<file path="config.mk">
export PLATFORM = sky130hd
export DESIGN_NAME = column_to_span_converter
export DESIGN_NICKNAME = d
export VERILOG_FILES = /design/src/rtl/core/cts_pkg.sv /design/src/rtl/core/column_to_span_converter.sv /design/src/rtl/core/cts_row_walker.sv
export SDC_FILE = /design/constraint.sdc
export NUM_CORES = 1
export LEC_CHECK = 0
export ABC_AREA = 1
export BUFFER_PORTS_ARGS = -buffer_cell sky130_fd_sc_hd__clkbuf_2
export CAP_MARGIN = 20
export CORE_MARGIN = 2
export CORE_UTILIZATION = 24
export DETAILED_ROUTE_END_ITERATION = 8
export MAX_ROUTING_LAYER = met4
export SYNTH_ARGS = -nofsm -noshare
export SYNTH_HDL_FRONTEND = slang
export SYNTH_SLANG_ARGS = --single-unit
</file>
<file path="constraint.sdc">
create_clock -name aclk -period 4.3 [get_ports aclk]
set_input_delay 0.43 -clock aclk [delete_from_list [all_inputs] [get_ports aclk]]
set_output_delay 0.43 -clock aclk [all_outputs]
set_load 0.05 [all_outputs]
</file>
<file path="src/rtl/core/cts_pkg.sv">
// shared constants, payload types and walker types for the column to span converter
package cts_pkg;

    // view size
    localparam int ROWS    = 64;
    localparam int COLUMNS = 1024;

    // field widths fixed by the payload
    localparam int ROW_FW = 6;
    localparam int COL_FW = 10;

    // start column memory address width
    localparam int ROW_W = (ROWS > 1) ? $clog2(ROWS) : 1;

    // signed row index, holds -1 .. ROWS
    localparam int IDX_W = ROW_FW + 2;

    typedef logic signed [IDX_W-1:0] idx_t;

    localparam idx_t IDX_ROWS    = IDX_W'(ROWS);
    localparam idx_t IDX_LASTROW = IDX_W'(ROWS - 1);
    localparam idx_t IDX_NONE    = '1;

    typedef struct packed {
        logic [COL_FW-1:0] column;
        logic [ROW_FW-1:0] top_row;
        logic [ROW_FW-1:0] bottom_row;
        logic              first_col;
        logic              last_col;
    } in_item_t;

    typedef struct packed {
        logic [ROW_FW-1:0] span_row;
        logic [COL_FW-1:0] span_start;
        logic [COL_FW-1:0] span_end;
        logic              run_last;
    } out_item_t;

    // memory request from the row walker
    typedef struct packed {
        logic              rd_en;
        logic              wr_en;
        logic [ROW_FW-1:0] row;
        logic [COL_FW-1:0] col;
        logic              run_last;
    } walk_req_t;

    typedef enum logic [2:0] {
        ST_IDLE,
        ST_CLOSE_TOP,
        ST_CLOSE_BOT,
        ST_OPEN_TOP,
        ST_OPEN_BOT,
        ST_FLUSH
    } walk_state_t;

endpackage

</file>
<file path="src/rtl/core/column_to_span_converter.sv">
// top level of the column to span converter: start column memory and span output path
//
// channel  dir  handshake           payload
// s_       in   s_valid / s_ready   cts_pkg::in_item_t  (one coverage column)
// m_       out  m_valid / m_ready   cts_pkg::out_item_t (one closed span)
//
// the walker accepts an item only when idle, then steps through its closed, opened
// and flushed rows one at a time; s_ready stays low until that walk is done
// a span reaches m_ from its memory read through the read stage and the output register
// aresetn is synchronous, active low; the memory needs no clearing pass
// a stall on m_ holds the read stage, which holds the walker's close and flush
// steps; opening steps go on regardless
module column_to_span_converter (
    input  logic                aclk,
    input  logic                aresetn,
    input  logic                s_valid,
    output logic                s_ready,
    input  cts_pkg::in_item_t   s_data,
    output logic                m_valid,
    input  logic                m_ready,
    output cts_pkg::out_item_t  m_data
);

    // start column of each open row
    logic [cts_pkg::COL_FW-1:0] start_mem [cts_pkg::ROWS];
    logic [cts_pkg::COL_FW-1:0] rdata_reg;

    cts_pkg::walk_req_t req;
    logic issue_ok;

    // read stage: span metadata waiting for the memory data
    logic                        s1_vld_reg;
    logic [cts_pkg::ROW_FW-1:0]  s1_row_reg;
    logic [cts_pkg::COL_FW-1:0]  s1_end_reg;
    logic                        s1_last_reg;
    logic                        s1_move;

    logic                        m_valid_reg;
    cts_pkg::out_item_t          m_data_reg;

    logic [cts_pkg::ROW_W-1:0]   addr;

    cts_row_walker u_walker (
        .aclk     (aclk),
        .aresetn  (aresetn),
        .s_valid  (s_valid),
        .s_ready  (s_ready),
        .s_data   (s_data),
        .issue_ok (issue_ok),
        .req      (req)
    );

    assign addr     = req.row[cts_pkg::ROW_W-1:0];
    // read stage advances into the output register when that is free or draining
    assign s1_move  = s1_vld_reg && (!m_valid_reg || m_ready);
    // a new read only when the read stage is free next cycle
    assign issue_ok = !s1_vld_reg || s1_move;

    // memory write port and registered read port; read data holds while stalled
    always_ff @(posedge aclk) begin
        if (req.wr_en) begin
            start_mem[addr] <= req.col;
        end
        if (req.rd_en) begin
            rdata_reg <= start_mem[addr];
        end
    end

    // read stage control
    always_ff @(posedge aclk) begin
        if (!aresetn) begin
            s1_vld_reg <= 1'b0;
        end else if (req.rd_en) begin
            s1_vld_reg <= 1'b1;
        end else if (s1_move) begin
            s1_vld_reg <= 1'b0;
        end
    end

    // read stage payload
    always_ff @(posedge aclk) begin
        if (req.rd_en) begin
            s1_row_reg  <= req.row;
            s1_end_reg  <= req.col;
            s1_last_reg <= req.run_last;
        end
    end

    // output register control
    always_ff @(posedge aclk) begin
        if (!aresetn) begin
            m_valid_reg <= 1'b0;
        end else if (s1_move) begin
            m_valid_reg <= 1'b1;
        end else if (m_ready) begin
            m_valid_reg <= 1'b0;
        end
    end

    // output register payload
    always_ff @(posedge aclk) begin
        if (s1_move) begin
            m_data_reg.span_row   <= s1_row_reg;
            m_data_reg.span_start <= rdata_reg;
            m_data_reg.span_end   <= s1_end_reg;
            m_data_reg.run_last   <= s1_last_reg;
        end
    end

    assign m_valid = m_valid_reg;
    assign m_data  = m_data_reg;

    // a stalled read stage must not be overwritten by a new read
    assert property (@(posedge aclk) disable iff (!aresetn)
        (s1_vld_reg && !s1_move) |-> !req.rd_en)
        else $error("read issued while read stage stalled");

    // the walker never reads and writes the memory in the same cycle
    assert property (@(posedge aclk) disable iff (!aresetn)
        !(req.rd_en && req.wr_en))
        else $error("memory read and write in the same cycle");

    // no memory access while the walker waits for a transaction
    assert property (@(posedge aclk) disable iff (!aresetn)
        s_ready |-> !(req.rd_en || req.wr_en))
        else $error("memory access while walker idle");

    // a read always fills the read stage, so no span is lost
    assert property (@(posedge aclk) disable iff (!aresetn)
        req.rd_en |=> s1_vld_reg)
        else $error("read stage lost a span");

endmodule

</file>
<file path="src/rtl/core/cts_row_walker.sv">
// row walker: steps through closed, opened and flushed rows one per cycle; close and flush steps wait for issue_ok
module cts_row_walker (
    input  logic                aclk,
    input  logic                aresetn,
    input  logic                s_valid,
    output logic                s_ready,
    input  cts_pkg::in_item_t   s_data,
    input  logic                issue_ok,
    output cts_pkg::walk_req_t  req
);

    cts_pkg::walk_state_t state_reg, state_next;

    cts_pkg::idx_t t1_reg, t1_next;
    cts_pkg::idx_t b1_reg, b1_next;
    cts_pkg::idx_t ot_reg, ot_next;
    cts_pkg::idx_t ob_reg, ob_next;
    cts_pkg::idx_t fr_reg, fr_next;
    cts_pkg::idx_t t2_reg, t2_next;
    cts_pkg::idx_t b2_reg, b2_next;
    logic [cts_pkg::COL_FW-1:0] x_reg, x_next;
    logic last_reg, last_next;
    logic empty_reg, empty_next;

    cts_pkg::idx_t prev_top_reg, prev_top_next;
    cts_pkg::idx_t prev_bottom_reg, prev_bottom_next;
    logic prev_empty_reg, prev_empty_next;

    cts_pkg::idx_t in_t2, in_b2, in_t1, in_b1;
    logic in_empty;
    logic in_view;

    function automatic logic [cts_pkg::IDX_W-1:0] IDX_ZEXT(input logic [cts_pkg::ROW_FW-1:0] v);
        return cts_pkg::IDX_W'(v);
    endfunction

    // first phase that still has work, in processing order
    function automatic cts_pkg::walk_state_t next_phase(
        input cts_pkg::idx_t t1, input cts_pkg::idx_t b1,
        input cts_pkg::idx_t ot, input cts_pkg::idx_t ob,
        input cts_pkg::idx_t fr, input cts_pkg::idx_t t2,
        input cts_pkg::idx_t b2, input logic ce, input logic lst);
        priority if (t1 < t2 && t1 <= b1) begin
            return cts_pkg::ST_CLOSE_TOP;
        end else if (b1 > b2 && b1 >= t1) begin
            return cts_pkg::ST_CLOSE_BOT;
        end else if (!ce && ot < t1 && ot <= ob) begin
            return cts_pkg::ST_OPEN_TOP;
        end else if (!ce && ob > b1 && ob >= ot) begin
            return cts_pkg::ST_OPEN_BOT;
        end else if (lst && !ce && fr <= b2) begin
            return cts_pkg::ST_FLUSH;
        end else begin
            return cts_pkg::ST_IDLE;
        end
    endfunction

    // true while any span is still to come for this item
    function automatic logic more_spans(
        input cts_pkg::idx_t t1, input cts_pkg::idx_t b1,
        input cts_pkg::idx_t fr, input cts_pkg::idx_t t2,
        input cts_pkg::idx_t b2, input logic ce, input logic lst);
        return (t1 < t2 && t1 <= b1) || (b1 > b2 && b1 >= t1) ||
               (lst && !ce && fr <= b2);
    endfunction

    always_ff @(posedge aclk) begin
        if (!aresetn) begin
            state_reg       <= cts_pkg::ST_IDLE;
            prev_top_reg    <= '0;
            prev_bottom_reg <= '0;
            prev_empty_reg  <= 1'b1;
        end else begin
            state_reg       <= state_next;
            prev_top_reg    <= prev_top_next;
            prev_bottom_reg <= prev_bottom_next;
            prev_empty_reg  <= prev_empty_next;
        end
    end

    always_ff @(posedge aclk) begin
        t1_reg    <= t1_next;
        b1_reg    <= b1_next;
        ot_reg    <= ot_next;
        ob_reg    <= ob_next;
        fr_reg    <= fr_next;
        t2_reg    <= t2_next;
        b2_reg    <= b2_next;
        x_reg     <= x_next;
        last_reg  <= last_next;
        empty_reg <= empty_next;
    end

    always_comb begin
        in_t2 = cts_pkg::idx_t'(IDX_ZEXT(s_data.top_row));
        in_b2 = cts_pkg::idx_t'(IDX_ZEXT(s_data.bottom_row));
        if (in_b2 > cts_pkg::IDX_LASTROW) begin
            in_b2 = cts_pkg::IDX_LASTROW;
        end
        in_empty = in_t2 > in_b2;
        if (s_data.first_col || prev_empty_reg) begin
            in_t1 = cts_pkg::IDX_ROWS;
            in_b1 = cts_pkg::IDX_NONE;
        end else begin
            in_t1 = prev_top_reg;
            in_b1 = prev_bottom_reg;
        end
        in_view = 32'(s_data.column) < cts_pkg::COLUMNS;
    end

    always_comb begin
        state_next       = state_reg;
        t1_next          = t1_reg;
        b1_next          = b1_reg;
        ot_next          = ot_reg;
        ob_next          = ob_reg;
        fr_next          = fr_reg;
        t2_next          = t2_reg;
        b2_next          = b2_reg;
        x_next           = x_reg;
        last_next        = last_reg;
        empty_next       = empty_reg;
        prev_top_next    = prev_top_reg;
        prev_bottom_next = prev_bottom_reg;
        prev_empty_next  = prev_empty_reg;
        s_ready          = 1'b0;
        req              = '0;

        unique case (state_reg)
            cts_pkg::ST_IDLE: begin
                s_ready = 1'b1;
                if (s_valid && in_view) begin
                    t1_next          = in_t1;
                    b1_next          = in_b1;
                    ot_next          = in_t2;
                    ob_next          = in_b2;
                    fr_next          = in_t2;
                    t2_next          = in_t2;
                    b2_next          = in_b2;
                    x_next           = s_data.column;
                    last_next        = s_data.last_col;
                    empty_next       = in_empty;
                    prev_top_next    = in_t2;
                    prev_bottom_next = in_b2;
                    prev_empty_next  = in_empty || s_data.last_col;
                    state_next = next_phase(in_t1, in_b1, in_t2, in_b2, in_t2, in_t2,
                                            in_b2, in_empty, s_data.last_col);
                end
            end
            cts_pkg::ST_CLOSE_TOP: begin
                if (issue_ok) begin
                    t1_next      = t1_reg + cts_pkg::idx_t'(1);
                    req.rd_en    = 1'b1;
                    req.row      = t1_reg[cts_pkg::ROW_FW-1:0];
                    req.col      = x_reg - cts_pkg::COL_FW'(1);
                    req.run_last = !more_spans(t1_next, b1_reg, fr_reg, t2_reg, b2_reg,
                                               empty_reg, last_reg);
                    state_next   = next_phase(t1_next, b1_reg, ot_reg, ob_reg, fr_reg,
                                              t2_reg, b2_reg, empty_reg, last_reg);
                end
            end
            cts_pkg::ST_CLOSE_BOT: begin
                if (issue_ok) begin
                    b1_next      = b1_reg - cts_pkg::idx_t'(1);
                    req.rd_en    = 1'b1;
                    req.row      = b1_reg[cts_pkg::ROW_FW-1:0];
                    req.col      = x_reg - cts_pkg::COL_FW'(1);
                    req.run_last = !more_spans(t1_reg, b1_next, fr_reg, t2_reg, b2_reg,
                                               empty_reg, last_reg);
                    state_next   = next_phase(t1_reg, b1_next, ot_reg, ob_reg, fr_reg,
                                              t2_reg, b2_reg, empty_reg, last_reg);
                end
            end
            cts_pkg::ST_OPEN_TOP: begin
                ot_next    = ot_reg + cts_pkg::idx_t'(1);
                req.wr_en  = 1'b1;
                req.row    = ot_reg[cts_pkg::ROW_FW-1:0];
                req.col    = x_reg;
                state_next = next_phase(t1_reg, b1_reg, ot_next, ob_reg, fr_reg,
                                        t2_reg, b2_reg, empty_reg, last_reg);
            end
            cts_pkg::ST_OPEN_BOT: begin
                ob_next    = ob_reg - cts_pkg::idx_t'(1);
                req.wr_en  = 1'b1;
                req.row    = ob_reg[cts_pkg::ROW_FW-1:0];
                req.col    = x_reg;
                state_next = next_phase(t1_reg, b1_reg, ot_reg, ob_next, fr_reg,
                                        t2_reg, b2_reg, empty_reg, last_reg);
            end
            cts_pkg::ST_FLUSH: begin
                if (issue_ok) begin
                    fr_next      = fr_reg + cts_pkg::idx_t'(1);
                    req.rd_en    = 1'b1;
                    req.row      = fr_reg[cts_pkg::ROW_FW-1:0];
                    req.col      = x_reg;
                    req.run_last = !more_spans(t1_reg, b1_reg, fr_next, t2_reg, b2_reg,
                                               empty_reg, last_reg);
                    state_next   = next_phase(t1_reg, b1_reg, ot_reg, ob_reg, fr_next,
                                              t2_reg, b2_reg, empty_reg, last_reg);
                end
            end
            default: begin
                state_next = cts_pkg::ST_IDLE;
            end
        endcase
    end

endmodule
</file>
==> summary.txt <==
# rows - 139
Final hold slack - 32.5 ps
Die area - 0.147 mm2
Synth warnings - 0
Placer Congestion - 0.927
GRT Resource Usage Total - 14.2%
Worst r2r dst - start_mem[5][7]
Internal power - 17.4 mW
Hold Path Stages - 1
WP data arrival - 4370 ps
Reg clk slew, reported paths - 60 ps
Worst hold start - s_data[19]
CP delay by family, top - simple AND/OR/NAND/NOR gates
RR Startpoint - u_walker.state_reg[1]
Max reg flops - 640
Flops & latches, synth - 776
Placed cells - 5082
Post-synth EDFFs - 758
Cell repeated most along the worst path - inv_2
Total core area - 0.143 mm2
Worst-path fanout max - 13
Total power - 30.2 mW
Sw Ratio - 42.5%
Max cap viols - 0
Crit path max-delay cell type - nor4_4
Final core utilization - 28.5%
Final setup fails - 0
Post-Syn Area per Cell - 11.3 um2
Buf/Inv on CP - 8
First-pass GRT wire length - 152000 um
Vias after detailed routing - 24100
Drt total wl - 103000 um
Residual DRC - 0
Reg2reg setup slack - 280 ps
Hold Vio Cnt, Final - 0
TritonCTS clock tree - done
Synth Flop Type - edfxtp_1
Detail-routed via count per cell - 4.60
Hpwl dp - 68500 um
Period utilisation layout - 93.5%
Setup_tns - 0 ps
Reg2Reg Depth - 15
Wire per inst - 19.8 um
Commonest non-fill, non-tap cells in the layout - 950 x nand2_1, 758 x edfxtp_1, 237 x nor2_1, 205 x inv_1, 149 x ha_1
Asr flop ratio synth - 0%
Max frequency - 249 MHz
CP max stage delay - 730 ps
Post-CTS Setup Repair Bufs - 0
Final std cells w/o fill - 5231
RSZ-0062 raised after global routing - false
Outcome - finished, final reports clean
Register share of total power - 36.0%
Final min period - 4020 ps
Worst slew pin tran - 1130 ps
CP Capture Type - register
Pwr dens - 741 mW/mm2
Root Driver - clkbuf_16
Cell leakage power - 15.4 nW
Layout Nets - 3449
Area Growth Syn to Fin - 17.9%
Worst hold path class - input pin to register
Cell taking the most area after synthesis - edfxtp_1
Gr ovfl total - 0
Antenna violations before repair - 4
Worst clock skew - 27.0 ps
Mapped Area - 0.0346 mm2
Fin. max-slew vios - 0
Critical Path RT - 4660 ps
Htree depth - 3
Most common cell after layout, fill and taps aside - nand2_1
Number of buffers created by CTS - 78
Distinct cells, synth - 46
Synth top area share - 65.8%
Seq/Total Area, Yosys - 66.9%
Clk_lat worst skew - 650 ps
Share of cells above drive strength 1 - 11.6%
Vias in the first global route - 23500
Ranking of synthesized cells by area - edfxtp_1 66%, nand2_1 10%, ha_1 5.4%, nor2_1 2.6%, inv_1 2.2%
Initial Util - 24.1%
DIE WIDTH - 384 um
Maximum vdd drop - 0.000745 V
DRT Pass-1 Iters - 5
Critical Path Source Type - register
CP Class - register to register
Largest net degree at the start of global routing - 66
Clk sinks - 776
Comb pwr share - 42.5%
# IOs - 57
Post-DRT Antenna Nets - 0
Normalized max-slew margin - 24.3%
Post-Synthesis Cells - 3063
Synthesized net count - 3240
Clock share of power - 21.5%
Clock tree buffer depth - 3
1st-iter DRT viols - 2834
Critical-path cell list - inv_2 > nand2_1 > nor2_1 > buf_4 > inv_2 > nor2_1 > inv_2 > o22ai_1 > nor4_4 > inv_2 > nor3_4 > buf_4 > inv_2 > nor2_1 > buf_4
Port Buffer Count - 56
Endpoint, Worst Hold - u_walker.x_reg[5]
Switching power - 12.9 mW
Die H - 384 um
[cells in the mapped netlist (26+ instances only)]
master and number:
xor2_1 28, nand4_1 92, buf_2 46, nand2_1 950, a21oi_1 115, nand3_1 100
o21ai_0 110, inv_1 207, edfxtp_1 758, ha_1 149, clkbuf_1 26, nor2_1 238
a22o_1 35
[timing repair]
action | 4_1_cts | 5_1_grt
endpoints found under the setup margin | 0 | 2
endpoints found under the hold margin | 13 | 0
hold buffers | 13 | 0
resized for setup | 0 | 3
[cell type report]
| cell class | count | area, um2 |
|---|---|---|
| diodes | 2 | 5.00 |
| clock buffers | 93 | 2030 |
| clock inverters | 41 | 365 |
| fillers | 14800 | 103000 |
| inverters | 232 | 873 |
| multi-input cells | 1970 | 10400 |
| flip-flops and latches | 776 | 23100 |
| well taps | 1903 | 2380 |
| repair buffers | 214 | 1640 |
[per-layer routing]
layer,GRT usage [%],share of wire [%]
met5,-,0
met4,5.41,3.6
met3,2.33,7.8
met2,22.2,46
met1,18.5,43
[cells by family (layout without fill, tap and decap cells)]
| family | count (synthesis) | count (layout) | synth area share [%] |
|---|---|---|---|
| flops | 776 | 776 | 66.9 |
| buf+inv | 317 | 580 | 3.69 |
| fa+ha+maj | 149 | 149 | 5.39 |
| xor+xnor | 29 | 29 | 0.735 |
| other cells | 0 | 2 | 0 |
| compound gates | 350 | 350 | 5.95 |
| simple gates | 1442 | 1442 | 17.4 |
[worst max-delay path by stage]
stage,startpoint,end,slack (ps),cells past startpoint
floorplan,m_valid,s1_end_reg[0],-80,4
global placement,u_walker.t1_reg[2],s1_last_reg,260,15
detailed placement,m_ready,rdata_reg[6],240,18
CTS,u_walker.t1_reg[2],s1_last_reg,230,15
global route,m_valid,rdata_reg[2],40,16
finish,u_walker.state_reg[1],start_mem[5][7],280,15
[worst reg2reg max path: stages, from the launching register on]
cell	delay (ps)
dfxtp_1	540
inv_2	100
nand2_1	70
nor2_1	40
buf_4	150
inv_2	170
nor2_1	120
inv_2	110
o22ai_1	100
nor4_4	730
inv_2	420
nor3_4	260
buf_4	210
inv_2	100
nor2_1	400
buf_4	240
[power by group through the flow]
stage,logic [mW],registers (mW),clock network [mW]
finish,12.9,10.9,6.49
global route,14.1,10.9,6.85
CTS,12.8,10.9,6.58
detailed placement,12.7,11.0,0
global placement,12.5,11.0,0
floorplan,7.28,11.2,0
[stage by stage]
stage	worst slack [ps]	instance area, um2
floorplan	-79.1	34600
CTS	225	40800
global placement	262	38200
global route	36.1	40800
finish	281	40800
detailed placement	243	38200
Power figures use the tool's default switching activity.
